===== config.mk =====
export PLATFORM = sky130hd
export DESIGN_NAME = swipe_and_dwell_gesture_detector
export DESIGN_NICKNAME = d
export VERILOG_FILES = /design/src/rtl/core/sdg_pkg.sv /design/src/rtl/core/swipe_and_dwell_gesture_detector.sv /design/src/rtl/core/sdg_cfg_regs.sv /design/src/rtl/core/sdg_in_reg.sv /design/src/rtl/core/sdg_eval.sv
export SDC_FILE = /design/constraint.sdc
export NUM_CORES = 1
export LEC_CHECK = 0
export BUFFER_PORTS_ARGS = -buffer_cell sky130_fd_sc_hd__buf_2
export CAP_MARGIN = 20
export CORE_MARGIN = 4
export CORE_UTILIZATION = 63
export CTS_CLUSTER_DIAMETER = 30
export DETAILED_ROUTE_END_ITERATION = 8
export HOLD_SLACK_MARGIN = 0.05
export PLACE_DENSITY = 0.82
export SLEW_MARGIN = 20
export SYNTH_ARGS = -nofsm -noshare
export SYNTH_HDL_FRONTEND = slang
export SYNTH_HIERARCHICAL = 1
export SYNTH_SLANG_ARGS = --single-unit

===== constraint.sdc =====
create_clock -name clk -period 8.2 [get_ports clk]
set_input_delay 0.41 -clock clk [delete_from_list [all_inputs] [get_ports clk]]
set_output_delay 0.41 -clock clk [all_outputs]
set_load 0.02 [all_outputs]

===== src/rtl/core/sdg_pkg.sv =====
package sdg_pkg;

  localparam int unsigned COORD_W  = 9;
  localparam int unsigned CFG_IDX_W  = 3;
  localparam int unsigned CFG_DATA_W = 9;

  typedef logic [COORD_W-1:0] coord_t;

  // configuration register indexes
  localparam logic [CFG_IDX_W-1:0] CFG_SWIPE_THR   = 3'd0;
  localparam logic [CFG_IDX_W-1:0] CFG_STILL_THR   = 3'd1;
  localparam logic [CFG_IDX_W-1:0] CFG_CONFIRM_CNT = 3'd2;
  localparam logic [CFG_IDX_W-1:0] CFG_SWIPE_CD    = 3'd3;
  localparam logic [CFG_IDX_W-1:0] CFG_PAUSE_CD    = 3'd4;
  localparam logic [CFG_IDX_W-1:0] CFG_SKIP_RATE   = 3'd5;

  // reset values of the configuration registers
  localparam coord_t     RST_SWIPE_THR   = 9'd50;
  localparam coord_t     RST_STILL_THR   = 9'd15;
  localparam logic [3:0] RST_CONFIRM_CNT = 4'd5;
  localparam logic [7:0] RST_SWIPE_CD    = 8'd30;
  localparam logic [7:0] RST_PAUSE_CD    = 8'd45;
  localparam logic [3:0] RST_SKIP_RATE   = 4'd2;

  // still counter saturates here
  localparam logic [3:0] STILL_MAX = 4'd15;

  typedef enum logic [1:0] {
    EV_NONE  = 2'd0,
    EV_FWD   = 2'd1,
    EV_BACK  = 2'd2,
    EV_PAUSE = 2'd3
  } event_t;

  typedef enum logic [1:0] {
    DET_NONE  = 2'd0,
    DET_FWD   = 2'd1,
    DET_BACK  = 2'd2,
    DET_STILL = 2'd3
  } det_t;

  typedef struct packed {
    logic   hand_present;
    coord_t hand_x;
    coord_t hand_y;
  } in_item_t;

  typedef struct packed {
    logic [1:0] event_res;
    logic       paused;
    logic       analysed;
  } out_item_t;

  typedef struct packed {
    coord_t     swipe_dist;
    coord_t     still_threshold;
    logic [3:0] confirm_count;
    logic [7:0] swipe_cooldown;
    logic [7:0] pause_cooldown;
    logic [3:0] skip_rate;
  } cfg_t;

endpackage


===== src/rtl/core/swipe_and_dwell_gesture_detector.sv =====
// Swipe and dwell gesture detector. Each input transaction is one camera
// frame (hand-present flag and hand centroid); each frame yields exactly one
// output transaction with the event code (none, swipe forward, swipe back,
// pause toggled), the paused flag after the frame, and whether the frame was
// analysed. Only one frame in every skip_rate+1 is analysed. Throughput is
// one transaction per clock while out_stall is low: the whole per-frame state
// update is combinational logic in the evaluation stage, between the input
// register and the output register. A frame accepted into the input register
// is loaded into the output register once that register is empty or being
// drained; out_valid then rises and the result can be taken.
// in_stall rises only while both the input register and the output register
// hold a transaction and out_stall is high. Configuration is written through
// cfg_we/cfg_index/cfg_wdata with the block idle; unused indexes are ignored.
module swipe_and_dwell_gesture_detector (
  input  logic                             clk,
  input  logic                             rst_n,
  // frame input
  input  logic                             in_valid,
  output logic                             in_stall,
  input  sdg_pkg::in_item_t                in_data,
  // result output
  output logic                             out_valid,
  input  logic                             out_stall,
  output sdg_pkg::out_item_t               out_data,
  // configuration write port
  input  logic                             cfg_we,
  input  logic [sdg_pkg::CFG_IDX_W-1:0]    cfg_index,
  input  logic [sdg_pkg::CFG_DATA_W-1:0]   cfg_wdata
);

  sdg_pkg::cfg_t      cfg;
  sdg_pkg::in_item_t  item;
  sdg_pkg::out_item_t res;
  logic               item_valid;
  logic               advance;
  logic               fire;

  logic               out_valid_r, out_valid_nxt;
  sdg_pkg::out_item_t out_data_r;

  // output register can take a new result when empty or being drained
  assign advance = !out_valid_r || !out_stall;
  // the registered frame moves into the output register, updating state
  assign fire    = item_valid && advance;

  sdg_cfg_regs u_cfg (
    .clk       (clk),
    .rst_n     (rst_n),
    .cfg_we    (cfg_we),
    .cfg_index (cfg_index),
    .cfg_wdata (cfg_wdata),
    .cfg       (cfg)
  );

  sdg_in_reg u_in (
    .clk        (clk),
    .rst_n      (rst_n),
    .in_valid   (in_valid),
    .in_stall   (in_stall),
    .in_data    (in_data),
    .advance    (advance),
    .item_valid (item_valid),
    .item       (item)
  );

  sdg_eval u_eval (
    .clk   (clk),
    .rst_n (rst_n),
    .fire  (fire),
    .item  (item),
    .cfg   (cfg),
    .res   (res)
  );

  // output register
  always_comb begin
    out_valid_nxt = out_valid_r;
    if (fire) begin
      out_valid_nxt = 1'b1;
    end else if (!out_stall) begin
      out_valid_nxt = 1'b0;
    end
  end

  always_ff @(posedge clk) begin
    if (!rst_n) begin
      out_valid_r <= 1'b0;
    end else begin
      out_valid_r <= out_valid_nxt;
    end
  end

  always_ff @(posedge clk) begin
    if (fire) begin
      out_data_r <= res;
    end
  end

  assign out_valid = out_valid_r;
  assign out_data  = out_data_r;

endmodule


===== src/rtl/core/sdg_cfg_regs.sv =====
module sdg_cfg_regs (
  input  logic                             clk,
  input  logic                             rst_n,
  input  logic                             cfg_we,
  input  logic [sdg_pkg::CFG_IDX_W-1:0]    cfg_index,
  input  logic [sdg_pkg::CFG_DATA_W-1:0]   cfg_wdata,
  output sdg_pkg::cfg_t                    cfg
);

  sdg_pkg::cfg_t cfg_r;
  sdg_pkg::cfg_t cfg_nxt;

  always_comb begin
    cfg_nxt = cfg_r;
    if (cfg_we) begin
      case (cfg_index)
        sdg_pkg::CFG_SWIPE_THR:   cfg_nxt.swipe_dist      = cfg_wdata;
        sdg_pkg::CFG_STILL_THR:   cfg_nxt.still_threshold = cfg_wdata;
        sdg_pkg::CFG_CONFIRM_CNT: cfg_nxt.confirm_count   = cfg_wdata[3:0];
        sdg_pkg::CFG_SWIPE_CD:    cfg_nxt.swipe_cooldown  = cfg_wdata[7:0];
        sdg_pkg::CFG_PAUSE_CD:    cfg_nxt.pause_cooldown  = cfg_wdata[7:0];
        sdg_pkg::CFG_SKIP_RATE:   cfg_nxt.skip_rate       = cfg_wdata[3:0];
        default:                  cfg_nxt = cfg_r;
      endcase
    end
  end

  always_ff @(posedge clk) begin
    if (!rst_n) begin
      cfg_r.swipe_dist      <= sdg_pkg::RST_SWIPE_THR;
      cfg_r.still_threshold <= sdg_pkg::RST_STILL_THR;
      cfg_r.confirm_count   <= sdg_pkg::RST_CONFIRM_CNT;
      cfg_r.swipe_cooldown  <= sdg_pkg::RST_SWIPE_CD;
      cfg_r.pause_cooldown  <= sdg_pkg::RST_PAUSE_CD;
      cfg_r.skip_rate       <= sdg_pkg::RST_SKIP_RATE;
    end else begin
      cfg_r <= cfg_nxt;
    end
  end

  assign cfg = cfg_r;

endmodule


===== src/rtl/core/sdg_in_reg.sv =====
module sdg_in_reg (
  input  logic                clk,
  input  logic                rst_n,
  input  logic                in_valid,
  output logic                in_stall,
  input  sdg_pkg::in_item_t   in_data,
  input  logic                advance,
  output logic                item_valid,
  output sdg_pkg::in_item_t   item
);

  logic              valid_r;
  logic              valid_nxt;
  logic              load;
  sdg_pkg::in_item_t data_r;

  // full and the next stage cannot take it
  assign in_stall = valid_r && !advance;
  assign load     = in_valid && !in_stall;

  always_comb begin
    valid_nxt = valid_r;
    if (load) begin
      valid_nxt = 1'b1;
    end else if (advance) begin
      valid_nxt = 1'b0;
    end
  end

  always_ff @(posedge clk) begin
    if (!rst_n) begin
      valid_r <= 1'b0;
    end else begin
      valid_r <= valid_nxt;
    end
  end

  always_ff @(posedge clk) begin
    if (load) begin
      data_r <= in_data;
    end
  end

  assign item_valid = valid_r;
  assign item       = data_r;

endmodule


===== src/rtl/core/sdg_eval.sv =====
module sdg_eval (
  input  logic                clk,
  input  logic                rst_n,
  input  logic                fire,
  input  sdg_pkg::in_item_t   item,
  input  sdg_pkg::cfg_t       cfg,
  output sdg_pkg::out_item_t  res
);

  logic [3:0]      skip_cnt_r, skip_cnt_nxt;
  logic [7:0]      cooldown_r, cooldown_nxt;
  sdg_pkg::coord_t prev_x_r, prev_x_nxt;
  sdg_pkg::coord_t anchor_x_r, anchor_x_nxt;
  sdg_pkg::coord_t anchor_y_r, anchor_y_nxt;
  logic [3:0]      still_cnt_r, still_cnt_nxt;
  logic            paused_r, paused_nxt;

  logic [4:0]      skip_inc;
  logic [3:0]      still_inc;
  logic [7:0]      cd_val;
  sdg_pkg::coord_t dx;
  sdg_pkg::coord_t dy;
  sdg_pkg::det_t   det;
  sdg_pkg::event_t ev;
  logic            analysed;
  logic            swiped;

  assign dx = (item.hand_x > anchor_x_r) ? item.hand_x - anchor_x_r
                                         : anchor_x_r - item.hand_x;
  assign dy = (item.hand_y > anchor_y_r) ? item.hand_y - anchor_y_r
                                         : anchor_y_r - item.hand_y;
  assign skip_inc  = {1'b0, skip_cnt_r} + 5'd1;
  assign still_inc = (still_cnt_r < sdg_pkg::STILL_MAX) ? still_cnt_r + 4'd1 : still_cnt_r;

  always_comb begin
    skip_cnt_nxt  = skip_cnt_r;
    prev_x_nxt    = prev_x_r;
    anchor_x_nxt  = anchor_x_r;
    anchor_y_nxt  = anchor_y_r;
    still_cnt_nxt = still_cnt_r;
    paused_nxt    = paused_r;
    cd_val        = cooldown_r;
    det           = sdg_pkg::DET_NONE;
    ev            = sdg_pkg::EV_NONE;
    analysed      = 1'b0;
    swiped        = 1'b0;

    if (skip_inc > {1'b0, cfg.skip_rate}) begin
      skip_cnt_nxt = '0;
      analysed     = 1'b1;

      if (item.hand_present) begin
        if (cooldown_r == '0) begin
          // swipe check against the last analysed position
          if (prev_x_r != '0) begin
            if (item.hand_x > prev_x_r &&
                (item.hand_x - prev_x_r) > cfg.swipe_dist) begin
              det    = sdg_pkg::DET_FWD;
              swiped = 1'b1;
            end else if (prev_x_r > item.hand_x &&
                         (prev_x_r - item.hand_x) > cfg.swipe_dist) begin
              det    = sdg_pkg::DET_BACK;
              swiped = 1'b1;
            end
          end
          if (swiped) begin
            prev_x_nxt   = '0;
            anchor_x_nxt = '0;
          end else begin
            prev_x_nxt = item.hand_x;
            // stillness box around the anchor
            if (anchor_x_r == '0 || dx > cfg.still_threshold ||
                dy > cfg.still_threshold) begin
              anchor_x_nxt = item.hand_x;
              anchor_y_nxt = item.hand_y;
            end else begin
              det = sdg_pkg::DET_STILL;
            end
          end
        end
      end else begin
        prev_x_nxt    = '0;
        still_cnt_nxt = '0;
        anchor_x_nxt  = '0;
      end

      case (det)
        sdg_pkg::DET_FWD: begin
          still_cnt_nxt = '0;
          cd_val        = cfg.swipe_cooldown;
          ev            = sdg_pkg::EV_FWD;
        end
        sdg_pkg::DET_BACK: begin
          still_cnt_nxt = '0;
          cd_val        = cfg.swipe_cooldown;
          ev            = sdg_pkg::EV_BACK;
        end
        sdg_pkg::DET_STILL: begin
          if (still_inc >= cfg.confirm_count) begin
            paused_nxt    = !paused_r;
            cd_val        = cfg.pause_cooldown;
            still_cnt_nxt = '0;
            prev_x_nxt    = '0;
            anchor_x_nxt  = '0;
            ev            = sdg_pkg::EV_PAUSE;
          end else begin
            still_cnt_nxt = still_inc;
          end
        end
        default: begin
          still_cnt_nxt = '0;
        end
      endcase
    end else begin
      skip_cnt_nxt = skip_inc[3:0];
    end

    // cooldown ticks on every frame, including the one that loaded it
    cooldown_nxt = (cd_val != '0) ? cd_val - 8'd1 : cd_val;
  end

  always_ff @(posedge clk) begin
    if (!rst_n) begin
      skip_cnt_r  <= '0;
      cooldown_r  <= '0;
      prev_x_r    <= '0;
      anchor_x_r  <= '0;
      anchor_y_r  <= '0;
      still_cnt_r <= '0;
      paused_r    <= 1'b0;
    end else if (fire) begin
      skip_cnt_r  <= skip_cnt_nxt;
      cooldown_r  <= cooldown_nxt;
      prev_x_r    <= prev_x_nxt;
      anchor_x_r  <= anchor_x_nxt;
      anchor_y_r  <= anchor_y_nxt;
      still_cnt_r <= still_cnt_nxt;
      paused_r    <= paused_nxt;
    end
  end

  assign res.event_res = ev;
  assign res.paused    = paused_nxt;
  assign res.analysed  = analysed;

endmodule


==> summary.txt <==
Detailed routing
  – Via Count: 6,396
  – Drt first pass iters: 5
  – Antenna-violating nets left: 0
  – Vias/cell: just under 6
  – Residual DRC count: 0
  – WL/cell: 16.2 um
  – Starting DRT DRC Count: 404
  – Post-Route WL: 17.8 mm

Timing
  – Final Max Tran Viols: 0
  – Setup TNS: 0 ps
  – Fin crit period: ~7300 ps
  – Fin Clk Skew: 7.65 ps
  – Final setup viols: 0
  – Worst-margin pin slew: approximately 1100 ps
  – Final Hold Viols: 0
  – Crit share post-route: between 80% and 90%
  – Rel. slew slack: 26.1%
  – FMAX: 0.137 GHz
  – RSZ-0062 raised after global routing: false

GRT
  – Largest net degree at the start of global routing: 93
  – Global-route wire length before repair: ~29 mm
  – GR Util met3: between 4 and 5%
  – Grt peak-use layer: met2
  – Vias in the first global route: ~6,000
  – Grt met2 use: 40.8%
  – Gr usage total: about a quarter
  – Met1 Usage GRT: 33.9%
  – Antenna violations before repair: 0
  – Total gr overflow: 0

Finish
  – Non-filler cells, final: 1,094
  – # fillers: ~1,000
  – Number of diodes: 0
  – Layout cell share with drive strength beyond 1: 9.54%
  – Final-stage net count: 1,060
  – Area growth, synth to finish: 7.50%

Clock network
  – # hold bufs at CTS: 0
  – Sinks on Clock Net: between 100 and 150
  – Post-CTS Setup Inserts: 0
  – Post_cts resized: 0
  – Root Buffer: clkbuf_16
  – H-tree depth: 3
  – Clock transition at path regs: 80 ps
  – Clock Latency Late Sink: 350 ps
  – CTS Buf Count: 9
  – CTS tree: yes
  – Clock Tree Buf Depth: 2

Logic synthesis
  – Largest area contributor in the netlist: dfxtp_1
  – Synth top area share: 21.8%
  – Post-Syn Nets: 1,040
  – Sequential element share of the synthesized area: 30.4%
  – Most numerous cell in the Yosys netlist: ha_1
  – Ys async rst share: 0%
  – YS warnings: 6
  – Most used DFF post-synth: dfxtp_1
  – Synth top area cells: dfxtp_1 22%, ha_1 16%, edfxtp_1 8.6%
  – Commonest cells post-synth: 101 x ha_1, 88 x dfxtp_1, 83 x nand2_1
  – Yosys cell types: 79
  – Post-Synthesis Cells: 897
  – FF+latch count, synth: 111
  – Number of synthesized flops with an enable pin: 23
  – Synth Area per Inst: 9.01 sq um
  – Post-Syn Area: 8080 sq um

Worst setup path
  – CP Capture Type: flip-flop
  – CP max-delay cell: o21ai_1
  – Reg2reg start: u_in/item[5]
  – Crit path from: u_in/item[5]
  – Crit path launch type: flip-flop
  – Largest stage delay on the critical path: 860 ps
  – Required time of the worst setup path: around 8500 ps
  – WP data arrival: 7570 ps
  – CP Class: reg2reg
  – Critical Path Fanout Max: 13

Power
  – Peak VDD IR: 0.000159 V
  – Leakage: 3.83 nW
  – PD cells: 160 nW/um^2

Worst hold path
  – Hold Startpoint: in_data[17]
  – Min-Delay Path Class: in2reg

Place
  – GP Congestion: 0.927
  – Hpwl dp: 13.3 mm
  – Placed cells: 1,078
  – I/O Buffers: 41

Floorplanning
  – Die ar.: 14,700 sq um
  – IO Pins: 42
  – Die W: 121 um
  – Total core area: 12,600 sq um
  – Die height: 121 um
  – Rows: 41
  – Initial Util: between 60 and 70%

Run status
  – Outcome: complete, no violations

Job
  – Max-Cap Viols: 0
[worst max-delay path: cells and delay by family (launching register included)]
family | cells | cell delay [ps]
AO/OA/AOI/OAI | 11 | 3030
AND/OR/NAND/NOR | 8 | 1770
buffers and inverters | 2 | 120
adder cells (fa/ha/maj) | 4 | 1060
XOR/XNOR | 1 | 160
flip-flops | 1 | 380
multiplexers | 2 | 680
[final timing paths]
| kind | slack [ps] | depth (start not counted) | to |
|---|---|---|---|
| hold / removal | 220 | 1 | u_in/item[17] |
| hold reg to reg | 460 | 2 | u_cfg/cfg[31] |
| setup reg to reg | 910 | 28 | u_eval/cooldown_r[4] |
| setup / recovery | 910 | 28 | u_eval/cooldown_r[4] |
[flip-flops by register name (all words and copies together), names as in the netlist, 4 cells and up]
register	cells
out_data	4
u_cfg/cfg	42
u_eval/anchor_x_r	9
u_eval/anchor_y_r	9
u_eval/cooldown_r	8
u_eval/prev_x_r	9
u_eval/skip_cnt_r	4
u_eval/still_cnt_r	4
u_in/item	19
[final cells by class]
cell class | count | area [sq um] | share of cell area [%]
multi-input cells | 669 | 5170 | 59.5
flip-flops and latches | 111 | 2450 | 28.2
inverters | 80 | 300 | 3.46
repair buffers | 46 | 243 | 2.80
clock buffers | 9 | 225 | 2.59
well taps | 172 | 215 | 2.48
clock inverters | 7 | 78.8 | 0.908
[metrics by stage]
step	hold WS (ps)	total power [mW]	utilization [%]	cell area [sq um]	setup slack (ps)
final	224	1.39	69.1	8680	915
after global routing	210	1.46	69.1	8680	286
after CTS	212	1.39	69.1	8680	1010
after detailed placement	451	0.937	66.7	8380	1190
after global placement	443	0.933	66.7	8380	1400
after floorplan	435	0.860	-	8080	2130
[cell usage in the layout (no fill, tap or decap), types with 7 or more instances in the layout]
cell       count
a211oi_1       7
a21o_1        30
a21oi_1       50
a22o_1        21
and2_1        10
buf_2         41
clkbuf_16      9
dfxtp_1       88
edfxtp_1      23
ha_1         101
inv_1         80
mux2_2         8
mux2i_1       62
nand2_1       83
nand3_1       17
nand4_1       16
nor2_1        37
nor2b_1       37
nor3_1         9
o21ai_0       33
xnor2_1       26
xor2_1        11
[cell families (layout without fill, tap and decap cells)]
family	Yosys count	in the layout	share of synthesized area, %
buffers and inverters	117	142	5.84
AO/OA/AOI/OAI	196	196	16.7
adder cells (fa/ha/maj)	107	107	17.1
flip-flops	111	111	30.4
XOR/XNOR	37	37	4.01
AND/OR/NAND/NOR	258	258	17.0
multiplexers	71	71	8.94
[power breakdown]
| group | total, mW | switching [mW] | internal, mW |
|---|---|---|---|
| registers | 0.600 | 0.0202 | 0.579 |
| clock network | 0.454 | 0.213 | 0.241 |
| logic | 0.335 | 0.190 | 0.144 |
| total | 1.39 | 0.423 | 0.965 |
[per-layer routing]
layer	part of all wire [%]	vias up
li1	-	3213
met1	48	3007
met2	47	154
met3	4.5	22
met4	1.3	0
met5	0	-
(Power assumes the default switching activity.)
